### src/hdl/wpfs_pkg.sv
// shared types, constants and the cordic arctangent table for the
// weighted point fourier sum; no dependencies
`default_nettype none

package wpfs_pkg;

  // sizing
  localparam int TRIG_BITS = 16;
  localparam int ACC_BITS  = 48;
  localparam int OUT_W     = 48;
  localparam int CFG_W     = 32;
  localparam int CFG_IDX_W = 2;
  localparam int POS_W     = 24;
  localparam int WGT_W     = 16;

  // shared multiplier, signed 33 x 33
  localparam int MUL_W  = 33;
  localparam int PROD_W = 2 * MUL_W;

  // cordic working widths
  localparam int XW        = TRIG_BITS + 3;
  localparam int ITER_W    = $clog2(TRIG_BITS);
  localparam int ATAN_IDX_W = 5;
  localparam logic [63:0] GAIN_Q32 = 64'd2608131496;
  localparam logic [63:0] CORDIC_X0 =
    (GAIN_Q32 + (64'd1 << (32 - TRIG_BITS))) >> (33 - TRIG_BITS);

  // register indexes
  localparam logic [CFG_IDX_W-1:0] REG_WAVE_X     = 2'd0;
  localparam logic [CFG_IDX_W-1:0] REG_WAVE_Y     = 2'd1;
  localparam logic [CFG_IDX_W-1:0] REG_WAVE_Z     = 2'd2;
  localparam logic [CFG_IDX_W-1:0] REG_NORM_SCALE = 2'd3;
  localparam logic [CFG_W-1:0]     NORM_RESET     = 32'd65536;

  typedef enum logic [3:0] {
    MUL_NONE,
    MUL_X,
    MUL_Y,
    MUL_Z,
    MUL_WC,
    MUL_WS,
    MUL_CHI,
    MUL_CLO,
    MUL_SHI,
    MUL_SLO
  } mul_sel_t;

  typedef struct packed {
    logic              load_in;
    mul_sel_t          mul_sel;
    logic              phase_load;
    logic              phase_add;
    logic              cordic_init;
    logic              cordic_step;
    logic [ITER_W-1:0] iter;
    logic              trig_fix;
    logic              acc_cos;
    logic              acc_sin;
    logic              hold_hi;
    logic              re_set;
    logic              im_set;
    logic              out_load;
  } wpfs_cmd_t;

  typedef struct packed {
    logic out_free;
  } wpfs_stat_t;

  // arctangent of 2^-i in 2^-32 turn units
  function automatic logic [31:0] atan_turn(input logic [ATAN_IDX_W-1:0] i);
    logic [31:0] a;
    unique case (i)
      5'd0:    a = 32'd536870912;
      5'd1:    a = 32'd316933406;
      5'd2:    a = 32'd167458907;
      5'd3:    a = 32'd85004756;
      5'd4:    a = 32'd42667331;
      5'd5:    a = 32'd21354465;
      5'd6:    a = 32'd10679838;
      5'd7:    a = 32'd5340245;
      5'd8:    a = 32'd2670163;
      5'd9:    a = 32'd1335087;
      5'd10:   a = 32'd667544;
      5'd11:   a = 32'd333772;
      5'd12:   a = 32'd166886;
      5'd13:   a = 32'd83443;
      5'd14:   a = 32'd41722;
      5'd15:   a = 32'd20861;
      5'd16:   a = 32'd10430;
      5'd17:   a = 32'd5215;
      5'd18:   a = 32'd2608;
      5'd19:   a = 32'd1304;
      5'd20:   a = 32'd652;
      5'd21:   a = 32'd326;
      5'd22:   a = 32'd163;
      5'd23:   a = 32'd81;
      default: a = 32'd0;
    endcase
    return a;
  endfunction

endpackage

`default_nettype wire

### src/hdl/wpfs_ctrl.sv
// sequencer for the weighted point fourier sum
// depends on wpfs_pkg; drives the datapath through wpfs_cmd_t
`default_nettype none

module wpfs_ctrl (
  input  wire logic               clk,
  input  wire logic               rst_n,
  input  wire logic               in_valid,
  output logic                    in_stall,
  input  wire logic               in_accepted,
  input  wire logic               in_last_point,
  input  wire wpfs_pkg::wpfs_stat_t stat,
  output wpfs_pkg::wpfs_cmd_t     cmd
);
  import wpfs_pkg::*;

  localparam logic [3:0] S_IDLE    = 4'd0;
  localparam logic [3:0] S_DOT_X   = 4'd1;
  localparam logic [3:0] S_DOT_Y   = 4'd2;
  localparam logic [3:0] S_DOT_Z   = 4'd3;
  localparam logic [3:0] S_DOT_SUM = 4'd4;
  localparam logic [3:0] S_CORDIC  = 4'd5;
  localparam logic [3:0] S_TFIX    = 4'd6;
  localparam logic [3:0] S_WMUL_C  = 4'd7;
  localparam logic [3:0] S_WMUL_S  = 4'd8;
  localparam logic [3:0] S_ADD_S   = 4'd9;
  localparam logic [3:0] S_NC_HI   = 4'd10;
  localparam logic [3:0] S_NC_LO   = 4'd11;
  localparam logic [3:0] S_NS_HI   = 4'd12;
  localparam logic [3:0] S_NS_LO   = 4'd13;
  localparam logic [3:0] S_NFIN    = 4'd14;
  localparam logic [3:0] S_OUT     = 4'd15;

  localparam logic [ITER_W-1:0] ITER_LAST = ITER_W'(TRIG_BITS - 1);

  logic [3:0]        state_r, state_nxt;
  logic [ITER_W-1:0] iter_r, iter_nxt;
  logic              last_r, last_nxt;
  logic              accept;

  assign in_stall = (state_r != S_IDLE);
  assign accept   = in_valid && !in_stall;

  always_comb begin
    state_nxt = state_r;
    iter_nxt  = iter_r;
    last_nxt  = last_r;
    cmd       = '0;
    cmd.mul_sel = MUL_NONE;
    cmd.iter  = iter_r;
    unique case (state_r)
      S_IDLE: begin
        cmd.load_in = accept;
        if (accept) begin
          last_nxt = in_last_point;
          if (in_accepted) begin
            state_nxt = S_DOT_X;
          end else if (in_last_point) begin
            state_nxt = S_NC_HI;
          end
        end
      end
      S_DOT_X: begin
        cmd.mul_sel = MUL_X;
        state_nxt   = S_DOT_Y;
      end
      S_DOT_Y: begin
        cmd.mul_sel    = MUL_Y;
        cmd.phase_load = 1'b1;
        state_nxt      = S_DOT_Z;
      end
      S_DOT_Z: begin
        cmd.mul_sel   = MUL_Z;
        cmd.phase_add = 1'b1;
        state_nxt     = S_DOT_SUM;
      end
      S_DOT_SUM: begin
        // last partial product folds straight into the cordic start
        cmd.cordic_init = 1'b1;
        iter_nxt        = '0;
        state_nxt       = S_CORDIC;
      end
      S_CORDIC: begin
        cmd.cordic_step = 1'b1;
        iter_nxt        = iter_r + 1'b1;
        if (iter_r == ITER_LAST) begin
          state_nxt = S_TFIX;
        end
      end
      S_TFIX: begin
        cmd.trig_fix = 1'b1;
        state_nxt    = S_WMUL_C;
      end
      S_WMUL_C: begin
        cmd.mul_sel = MUL_WC;
        state_nxt   = S_WMUL_S;
      end
      S_WMUL_S: begin
        cmd.mul_sel = MUL_WS;
        cmd.acc_cos = 1'b1;
        state_nxt   = S_ADD_S;
      end
      S_ADD_S: begin
        cmd.acc_sin = 1'b1;
        state_nxt   = last_r ? S_NC_HI : S_IDLE;
      end
      S_NC_HI: begin
        cmd.mul_sel = MUL_CHI;
        state_nxt   = S_NC_LO;
      end
      S_NC_LO: begin
        cmd.mul_sel = MUL_CLO;
        cmd.hold_hi = 1'b1;
        state_nxt   = S_NS_HI;
      end
      S_NS_HI: begin
        cmd.mul_sel = MUL_SHI;
        cmd.re_set  = 1'b1;
        state_nxt   = S_NS_LO;
      end
      S_NS_LO: begin
        cmd.mul_sel = MUL_SLO;
        cmd.hold_hi = 1'b1;
        state_nxt   = S_NFIN;
      end
      S_NFIN: begin
        cmd.im_set = 1'b1;
        state_nxt  = S_OUT;
      end
      S_OUT: begin
        if (stat.out_free) begin
          cmd.out_load = 1'b1;
          state_nxt    = S_IDLE;
        end
      end
      default: state_nxt = S_IDLE;
    endcase
  end

  always_ff @(posedge clk) begin
    if (!rst_n) begin
      state_r <= S_IDLE;
      iter_r  <= '0;
      last_r  <= 1'b0;
    end else begin
      state_r <= state_nxt;
      iter_r  <= iter_nxt;
      last_r  <= last_nxt;
    end
  end

  a_out_load_free: assert property (@(posedge clk) disable iff (!rst_n)
    cmd.out_load |-> stat.out_free)
    else $error("result loaded while output word still held");

  a_cos_then_sin: assert property (@(posedge clk) disable iff (!rst_n)
    cmd.acc_cos |=> cmd.acc_sin)
    else $error("sine accumulate did not follow cosine accumulate");

  a_cordic_count: assert property (@(posedge clk) disable iff (!rst_n)
    (state_r == S_TFIX) |-> ($past(state_r) == S_CORDIC && $past(iter_r) == ITER_LAST))
    else $error("cordic left before all iterations ran");

  a_norm_after_last: assert property (@(posedge clk) disable iff (!rst_n)
    (state_r == S_ADD_S && last_r) |=> (state_r == S_NC_HI))
    else $error("last point did not start normalization");

endmodule

`default_nettype wire

### config.mk
export PLATFORM = sky130hd
export DESIGN_NAME = wpfs_ctrl
export DESIGN_NICKNAME = d
export VERILOG_FILES = /design/src/hdl/wpfs_pkg.sv /design/src/hdl/wpfs_ctrl.sv
export SDC_FILE = /design/constraint.sdc
export NUM_CORES = 1
export LEC_CHECK = 0
export BUFFER_PORTS_ARGS = -buffer_cell sky130_fd_sc_hd__buf_2
export CAP_MARGIN = 20
export CORE_MARGIN = 8
export CORE_UTILIZATION = 30
export CTS_CLUSTER_SIZE = 16
export DETAILED_ROUTE_END_ITERATION = 16
export SLEW_MARGIN = 20
export SYNTH_ARGS = -nofsm -noshare
export SYNTH_HDL_FRONTEND = slang
export SYNTH_SLANG_ARGS = --single-unit
### constraint.sdc
create_clock -name clk -period 1.4 [get_ports clk]
set_clock_uncertainty 0.15 [all_clocks]
set_input_delay 0.07 -clock clk [delete_from_list [all_inputs] [get_ports clk]]
set_output_delay 0.07 -clock clk [all_outputs]
set_load 0.03 [all_outputs]
==> out/results.txt, run 1 <==
outcome: finished with violations
violated checks: negative setup slack
Reg clk slew, reported paths: 0.06 ns
Placed Instance Area: 1060 um^2
Die Span Y: 63.0 um
WHS: 0.00737 ns
remaining antenna violation count: 0
Seq/Total Area, Yosys: 27.2%
Static Leak: 0.643 nW
WL/cell: 14.3 um
via count: 913
post-layout util: 68.3%
area delta synth->final: 122%
final std cells w/o fill: 180
Tmin final: 1.57 ns
Starting Density: 30.8%
Syn Inst Count: 92
Mean Syn Cell Area: 7.19 um^2
share of cells above drive strength 1: 69.1%
Synth Cell Area: 662 um^2
die area: 3970 um^2
Final Hold Viols: 0
Num CTS Buffers: 3
Clock Latency Late Sink: 0.27 ns
initial antenna violation count: 0
Cell variety after synth: 36
total gr overflow: 0
Max Cap Violations: 0
worst-margin pin slew: 0.428 ns
max-slew violations: 0
Starting DRT DRC Count: 26
I/O pin cnt: 27
Hold/Removal Path Class: in2reg
Placer Congestion: 0.878
# diodes: 0
DRC violations left: 0
first-pass GRT wire length: 4.30 mm
GRT Total Usage: 13.1%
Arrival @ worst endpoint: 1.35 ns
critical path class: reg2out
Pwr Total: 2.97 mW
CTS max path bufs: 2
vias in the first global route: 962
fmax: 637 MHz
area of the core: 2150 um^2
Synth Register Bits: 9
clk root buf: clkbuf_4
final wirelength: 2.57 mm
Setup violations, final: 21
maximum vdd drop: 1.49 mV
fin crit share: 112%
WP data required: 1.18 ns
CP endpoint kind: primary output
crit-path max FO: 4
Finished Cell Area: 1470 um^2
Port Buffers: 26
Worst Setup SP: state_r[2]
1st-pass router iterations: 4
worst reg2reg path startpoint: state_r[3]
# H-tree levels: 1
RSZ-0062 raised after global routing: yes
Nets: 160
Via-to-Cell Ratio: 5.07
Sink Count: 9
final setup margin: -0.171 ns
pre-CTS setup slack: -0.160 ns
largest net degree at the start of global routing: 11
syn nets: 99
setup TNS: -1.99 ns
Slew HR: 71.2%
hpwl dp: 1.68 mm
CP Launch Type: flop
Yosys warnings: 0
row count: 17
CTS tree: built
min-delay src: rst_n
Cell Pwr Density: 2030 nW/um^2
DIE WIDTH: 63.0 um
placed instance count: 166
-- placed cells by master (no fill, tap or decap), types with 3 or more instances in the layout --
cell type,netlist,routed
nand2b_4,0,3
buf_2,4,9
nor2_4,0,6
nor2_1,15,7
clkbuf_4,0,3
o21ai_0,3,3
buf_4,0,24
nand2_2,0,4
dfxtp_4,0,6
nand2_1,11,6
buf_6,0,27
dfxtp_1,9,3
-- worst paths after layout --
kind         slack [ns]  cells past startpoint          to
max               -0.17                      4     cmd[19]
min               0.007                      3  state_r[0]
max reg2reg       -0.15                      4  state_r[1]
min reg2reg        0.39                      2      last_r
-- power breakdown --
| group | internal [mW] | total [mW] | switching, mW |
|---|---|---|---|
| clock | 0.110 | 0.204 | 0.0943 |
| combinational | 1.15 | 2.34 | 1.18 |
| sequential | 0.337 | 0.433 | 0.0954 |
| total | 1.60 | 2.97 | 1.37 |
-- routing by layer --
layer | global-route usage, % | part of all wire, % | up-vias
met3 | 3.58 | 5.5 | 5
met1 | 12.8 | 39 | 439
li1 | - | - | 443
met4 | 6.27 | 1.6 | 0
met2 | 24.6 | 54 | 26
met5 | 0 | 0 | -
-- state kept, by name, indices dropped and copies added (netlist names) --
| register | cells |
|---|---|
| iter_r | 4 |
| state_r | 4 |
| last_r | 1 |
-- cells by family (layout without fill, tap and decap cells) --
group	count (synthesis)	after routing	share of synthesized area (%)
AOI/OAI and AO/OA	18	18	19.8
and+or+nand+nor	51	51	40.5
xor gates and xnor gates	2	2	2.65
buffers and inverters	10	70	6.43
muxes	1	1	1.51
adders and majority gates	1	1	1.89
DFF	9	9	27.2
-- cells in the mapped netlist, drive strengths merged --
cell | count | share of area, %
a21boi | 2 | 2.3
o22ai | 1 | 0.95
a311oi | 1 | 1.3
nor2 | 15 | 8.5
a211oi | 1 | 1.9
a41o | 1 | 1.5
nand4 | 2 | 1.9
o311ai | 1 | 1.3
xor2 | 2 | 2.6
o41ai | 1 | 1.3
nand3 | 2 | 1.5
and3 | 2 | 1.9
dfxtp | 9 | 27
a221oi | 1 | 1.3
o311a | 1 | 1.5
ha | 1 | 1.9
or3 | 2 | 1.9
a21oi | 2 | 1.5
clkbuf | 1 | 0.57
and4bb | 1 | 2.5
nor2b | 3 | 2.8
nor3b | 1 | 1.1
buf | 5 | 3.6
nand2 | 11 | 6.2
nor3 | 3 | 2.3
inv | 4 | 2.3
a22oi | 1 | 1.1
o21ai | 5 | 3.8
nor4 | 1 | 1.9
mux2i | 1 | 1.5
and2 | 3 | 3.2
nand2b | 5 | 4.7
-- what timing repair did --
action,in CTS,in global routing
pin swaps,6,8
hold buffers,1,0
buffers inserted,7,3
resized for setup,61,24
setup endpoints to repair,24,25
endpoints found under the hold margin,1,0
-- worst max-delay path: stages, from the launching register on --
cell     delay (ns)
dfxtp_4        0.36
buf_6          0.12
nor4_4         0.27
and2_4         0.21
buf_6          0.12
-- final cells by class --
| class | instances | area (um^2) |
|---|---|---|
| clock buffers | 4 | 26.3 |
| inverters | 4 | 17.5 |
| well taps | 28 | 35.0 |
| fillers | 170 | 681 |
| flip-flops and latches | 9 | 203 |
| repair buffers | 62 | 554 |
| multi-input cells | 73 | 632 |
(Power assumes the default switching activity.)
==> inputs of run 2 (changes only) <==
CORE_UTILIZATION = 41   (was 30)
PLACE_DENSITY = 0.72   (was not set)
==> run 2 against run 1 <==
The flow now stops in 5_1_grt. Synthesized cell count unchanged. Synthesized area did not move.
==> out/results.txt, run 2 <==
GR repair worst EP: last_r$_SDFFE_PN0P_/D
Sink Count: 9
row count: 14
outcome: aborted with a tool error
Yosys warnings: 0
Starting Density: 43.9%
Synth Register Bits: 9
Placer Congestion: 0.917
cell taking the most area after synthesis: dfxtp_1
Die Span Y: 56.2 um
DIE WIDTH: 56.2 um
Port Buffers: 26
dominant synthesized flop cell: dfxtp_1
syn nets: 99
Synth Cell Area: 662 um^2
CTS max path bufs: 2
Synth top area share: 27.2%
Cell variety after synth: 36
largest net degree at the start of global routing: 11
Run Error: [ERROR DPL-0038] Utilization greater than 100%, impossible to legalize
# H-tree levels: 1
Syn Inst Count: 92
asr flop ratio synth: 0%
Synth area leaders: dfxtp_1 (27%), nor2_1 (8.5%), nand2_1 (6.2%), nand2b_1 (4.7%), buf_2 (3.0%)
clk root buf: clkbuf_4
synth cell count leaders: nor2_1 (15), nand2_1 (11), dfxtp_1 (9)
Seq/Total Area, Yosys: 27.2%
hpwl dp: 1.78 mm
failing step: 5_1_grt
Worst EP Category: register data pin
Mean Syn Cell Area: 7.19 um^2
count leader, synth: nor2_1
I/O pin cnt: 27
number of synthesized flops with an enable pin: 0
Num CTS Buffers: 3
run 2: cell counts after synthesis:
Identical to the previous run, type by type.
run 2: metrics by stage:
stage	area, um^2	hold WS [ns]	TNS [ns]	instances	setup slack, ns
floorplan	734	0.0895	-0.411	92	-0.146
global placement	1090	0.194	-0.451	158	-0.113
detailed placement	1090	0.206	-0.751	158	-0.134
CTS	1450	0.0953	-2.66	176	-0.227
run 2: cell families after synthesis:
logic type                 count (synthesis)  share of synthesized area [%]
and+or+nand+nor                           51                           40.5
muxes                                      1                           1.51
buffers and inverters                     10                           6.43
AOI/OAI and AO/OA                         18                           19.8
adders and majority gates                  1                           1.89
DFF                                        9                           27.2
xor gates and xnor gates                   2                           2.65
run 2: timing repair:
| action | CTS |
|---|---|
| setup buffers | 12 |
| pin swaps | 11 |
| endpoints found under the hold margin | 3 |
| gates resized for setup | 67 |
| hold buffers | 2 |
| setup endpoints to repair | 25 |
==> inputs of run 3 (changes only) <==
CORE_AREA = 8 8 69 71   (was not set)
CORE_MARGIN = not set   (was 8)
CORE_UTILIZATION = not set   (was 41)
CTS_CLUSTER_SIZE = not set   (was 16)
DIE_AREA = 0 0 77 79   (was not set)
PLACE_DENSITY = not set   (was 0.72)
PLACE_DENSITY_LB_ADDON = 0.15   (was not set)
clock period = 1.8 ns   (was 1.4 ns; I/O delays follow)
==> run 3 against run 2 <==
The run now ends clean.
==> out/results.txt, run 3 (same netlist as run 1, synthesis figures left out) <==
crit-path max FO: 7
commonest non-fill, non-tap cell in the layout: buf_2
Max Cap Violations: 0
Sink Count: 9
Pwr Total: 1.50 mW
area of the multi-input gates: 444 um^2
setup bufs post-CTS: 0
fmax: 604 MHz
Worst R2R Path Depth: 4
Die Span Y: 79 um
CTS max path bufs: 2
Hold EP: state_r[2]
Max stage delay on crit path: 0.38 ns
Placer Congestion: 0.797
Starting DRT DRC Count: 18
Via-to-Cell Ratio: 4.23
Port Buffers: 26
critical path class: reg2out
Finished Cell Area: 936 um^2
total gr overflow: 0
min-delay src: rst_n
CP Launch Type: flop
clk root buf: clkbuf_8
row count: 23
area of the core: 3800 um^2
Storage cell area: 183 um^2
CP endpoint kind: primary output
CTS tree: built
Static Leak: 0.443 nW
remaining antenna violation count: 0
share of cells above drive strength 1: 36.6%
first-pass GRT wire length: 3.44 mm
Num CTS Buffers: 3
Fill cells: 450
# diodes: 0
DIE WIDTH: 77 um
WP data required: 1.56 ns
Slew HR: 77.3%
commonest non-fill, non-tap cells in the layout: buf_2 (26), nor2_1 (15), nand2_1 (11), dfxtp_1 (7), buf_4 (6)
Setup violations, final: 0
Starting Density: 17.4%
setup TNS: 0 ns
Largest regs: iter_r (4), state_r (4), last_r (1)
outcome: complete, no violations
DRC violations left: 0
I/O pin cnt: 27
# H-tree levels: 1
max-slew violations: 0
RSZ-0062 raised after global routing: no
vias in the first global route: 686
area delta synth->final: 41.4%
Arrival @ worst endpoint: 1.42 ns
maximum vdd drop: 0.307 mV
worst-margin pin slew: 0.337 ns
Reg clk slew, reported paths: 0.05 ns
worst hold stages: 3
GRT Total Usage: 6.87%
Cell Pwr Density: 1600 nW/um^2
worst reg2reg path startpoint: state_r[1]
Nets: 131
initial antenna violation count: 0
WL/cell: 12.0 um
slowest stage cell on the critical path: nor4_2
final wirelength: 2.08 mm
Clock Latency Late Sink: 0.24 ns
Final Hold Viols: 0
hpwl dp: 1.67 mm
die area: 6080 um^2
Hold/Removal Path Class: in2reg
largest net degree at the start of global routing: 11
1st-pass router iterations: 4
CP Cell Sequence: nor4_2, and2_1, buf_2
Worst Setup SP: state_r[1]
Crit Reg-Reg Endpoint: state_r[1]
via count: 731
reg-to-reg slack, setup: 0.16 ns
fin crit share: 91.9%
Placed Instance Area: 877 um^2
Tmin final: 1.66 ns
run 3: how the worst max path moves through the flow:
stage                            end  slack [ns]  cells after the start
after CTS                    cmd[12]       0.009                      4
final                        cmd[19]        0.14                      3
after global routing         cmd[15]        0.03                      5
after detailed placement  state_r[1]        0.18                      4
after global placement    state_r[1]        0.18                      4
after floorplan           state_r[1]        0.05                      5
run 3: per-layer routing:
| metal | track usage, % | routed length (um) | share of wire [%] |
|---|---|---|---|
| met1 | 8.34 | 969 | 47 |
| met2 | 10.5 | 920 | 44 |
| met3 | 2.26 | 143 | 6.9 |
| met4 | 3.96 | 49 | 2.4 |
| met5 | 0 | 0 | 0 |
run 3: final cells by class:
class | instances | share of cell area [%]
Timing Repair Buffer | 33 | 19.8
Inverter | 4 | 1.60
Clock inverter | 1 | 0.535
Tap cell | 50 | 6.68
Multi-Input combinational cell | 73 | 47.5
Clock buffer | 3 | 4.41
Sequential cell | 9 | 19.5
run 3: through the flow:
step	std cells	hold WS [ns]	util [%]	worst slack (ns)
after detailed placement	168	0.226	23.1	0.176
after CTS	173	0.0549	24.6	0.00869
after global placement	168	0.218	23.1	0.183
final	173	0.0479	24.6	0.145
after global routing	173	0.0557	24.6	0.0285
after floorplan	92	0.110	-	0.0454
run 3: where the power goes:
group          leakage [nW]  switching (mW)  internal (mW)  total (mW)
sequential           0.0742          0.0809          0.247       0.327
clock                0.0255          0.0938          0.152       0.246
combinational         0.344           0.587          0.338       0.925
run 3: what timing repair did:
| action | 4_1_cts | 5_1_grt |
|---|---|---|
| hold endpoints to repair | 1 | 0 |
| setup endpoints to repair | 0 | 3 |
| resized for setup | 0 | 2 |
| hold buffers | 1 | 0 |
run 3: critical path, delay by kind of cell (launching register included):
kind | cells | cell delay [ns]
buffers and inverters | 1 | 0.21
flip-flops | 1 | 0.37
AND/OR/NAND/NOR | 2 | 0.59
==> inputs of run 4 (changes only) <==
ABC_AREA = 1   (was not set)
clock period = 1.35 ns   (was 1.8 ns; I/O delays follow)
==> run 4 against run 3 <==
The flow now finishes with violations (negative setup slack). Wire length grew 33%. Critical endpoint is now cmd[15]. Count of clock-buffer cells in the layout grew 1. Largest cell class unchanged. Highest routed layer unchanged. Global-route usage increased by 1.7 points. Clock power rose by 34%. Total power is 110% higher. Hold slack worse by 0.046 ns. Critical path depth grew 4. Synthesized cell count grew 18%. Via count rose by 25%. Worst setup slack got worse by 0.30 ns. Sequential share of layout area shrank 5.6 points. Synthesized area increased by 0.76%. Critical path type unchanged.
==> out/results.txt, run 4 <==
area of the core: 3800 um^2
Flop pwr share: 16.1%
outcome: finished with violations
CP endpoint kind: primary output
CTS tree: built
Fill cells: 422
Die Span Y: 79 um
Nets: 177
initial antenna violation count: 0
RSZ-0062 raised after global routing: yes
min-delay src: in_valid
Cell variety after synth: 19
CP Launch Type: flop
largest net degree at the start of global routing: 8
commonest non-fill, non-tap cell in the layout: buf_4
cell taking the most area after synthesis: dfxtp_1
CTS max path bufs: 2
Cell Pwr Density: 2130 nW/um^2
Sink Count: 9
WL/cell: 12.7 um
1st-pass router iterations: 4
final wirelength: 2.77 mm
total gr overflow: 0
DRC violations left: 0
Synth Cell Area: 667 um^2
Synth top area share: 27.0%
crit-path max FO: 5
final setup margin: -0.151 ns
sw power: 1.56 mW
clk root buf: clkbuf_8
Mean Syn Cell Area: 6.12 um^2
Sw Share: 49.7%
Starting Density: 17.6%
remaining antenna violation count: 0
Worst R2R Path Depth: 9
WP data required: 1.13 ns
Max Cap Violations: 0
max-slew violations: 0
pre-CTS setup slack: -0.0553 ns
via count: 913
Arrival @ worst endpoint: 1.28 ns
Setup violations, final: 20
Synth Register Bits: 9
Combinational Power Share: 73.4%
die area: 6080 um^2
reg-to-reg slack, setup: -0.09 ns
dominant synthesized flop cell: dfxtp_1
# diodes: 0
worst-margin pin slew: 0.250 ns
commonest non-fill, non-tap cells in the layout: buf_4 (24), buf_6 (20), nor2_4 (13), nand2_2 (13), nand2_1 (13)
Static Leak: 0.692 nW
Int Power: 1.58 mW
maximum vdd drop: 0.653 mV
Synth area leaders: dfxtp_1 (27%), nand2_1 (14%), nor2_1 (9.6%), nor2_4 (8.4%), inv_1 (5.6%)
row count: 23
WHS: 0.00179 ns
Clk pwr share: 10.5%
Placer Congestion: 0.753
number of synthesized flops with an enable pin: 0
Hold/Removal Path Class: in2reg
Reg clk slew, reported paths: 0.05 ns
Largest regs: iter_r (4), state_r (4), last_r (1)
worst hold stages: 4
Slew HR: 83.3%
Port Buffers: 26
fin crit share: 111%
syn nets: 116
asr flop ratio synth: 0%
Syn Inst Count: 109
post-layout util: 38.8%
Via-to-Cell Ratio: 4.17
GRT Total Usage: 8.55%
Crit Reg-Reg Endpoint: state_r[1]
share of cells above drive strength 1: 74.6%
DIE WIDTH: 77 um
hpwl dp: 1.91 mm
Num CTS Buffers: 3
vias in the first global route: 929
Yosys warnings: 0
Clock Latency Late Sink: 0.24 ns
Starting DRT DRC Count: 34
violated checks: negative setup slack
critical path class: reg2out
Seq/Total Area, Yosys: 27.0%
worst reg2reg path startpoint: state_r[1]
area delta synth->final: 121%
I/O pin cnt: 27
# H-tree levels: 1
Hold EP: last_r
count leader, synth: nand2_1
Final Hold Viols: 0
synth cell count leaders: nand2_1 (25), nor2_1 (17), inv_1 (10)
fmax: 666 MHz
Tmin final: 1.50 ns
first-pass GRT wire length: 4.29 mm
==> run 4: worst max-delay path, stage by stage (launching register included) <==
cell and delay (ns):
dfxtp_4 0.37, nand2_4 0.09, inv_1 0.10, nand2_2 0.11, o21ai_4 0.07, a21oi_2 0.11, nand2_2 0.06, buf_6 0.13
==> run 4: metal layers <==
metal  GRT usage (%)  routed length, um  part of all wire [%]  up-vias
met4            2.83                 60                   2.2        0
met1            10.5               1240                    45      424
li1                -                  -                     -      462
met3            2.37                145                   5.2        4
met5               0                  0                     0        -
met2            14.2               1330                    48       23
==> run 4: worst max path at each step <==
| stage | startpoint | endpoint | slack [ns] | cells past startpoint |
|---|---|---|---|---|
| 2_1_floorplan | state_r[0] | cmd[15] | -0.07 | 6 |
| 6_report | state_r[0] | cmd[15] | -0.15 | 7 |
| 4_1_cts | state_r[0] | cmd[19] | -0.14 | 7 |
| 3_5_place_dp | state_r[2] | state_r[3] | -0.06 | 7 |
| 3_3_place_gp | state_r[2] | state_r[2] | -0.08 | 6 |
| 5_1_grt | state_r[3] | cmd[15] | -0.22 | 7 |
==> run 4: power groups by stage <==
stage	clock, mW	sequential [mW]	combinational, mW
detailed placement	0	0.421	1.53
CTS	0.342	0.496	2.09
finish	0.330	0.503	2.30
global route	0.356	0.519	2.47
global placement	0	0.415	1.55
floorplan	0	0.406	0.994
==> run 4: final cells by class <==
| cell class | instances | area [um^2] | share of cell area, % |
|---|---|---|---|
| inverter | 19 | 83.8 | 5.69 |
| tap | 50 | 62.6 | 4.24 |
| sequential | 9 | 205 | 13.9 |
| clock buffer | 4 | 45.0 | 3.06 |
| multi-input combinational | 81 | 599 | 40.7 |
| timing repair buffer | 56 | 478 | 32.4 |
==> run 4: metrics by stage <==
stage | area (um^2) | power, mW | std cells | setup TNS (ns)
after floorplan | 714 | 1.40 | 109 | -0.0868
after global placement | 1030 | 1.96 | 202 | -0.350
after detailed placement | 1030 | 1.95 | 202 | -0.277
after CTS | 1340 | 2.92 | 217 | -1.18
after global routing | 1470 | 3.34 | 219 | -2.89
final | 1470 | 3.13 | 219 | -1.36
==> run 4: cell families after synthesis <==
family	share of synthesized area (%)
adders and majority gates	1.88
and+or+nand+nor	46.9
DFF	27.0
buffers and inverters	10.7
AOI/OAI and AO/OA	13.5
==> run 4: what timing repair did <==
action                                  4_1_cts  5_1_grt
setup buffers                                 9        2
endpoints found under the hold margin         5        0
gates resized for setup                      58       36
hold buffers                                  2        0
pin swaps                                    12       14
endpoints found under the setup margin       23       25
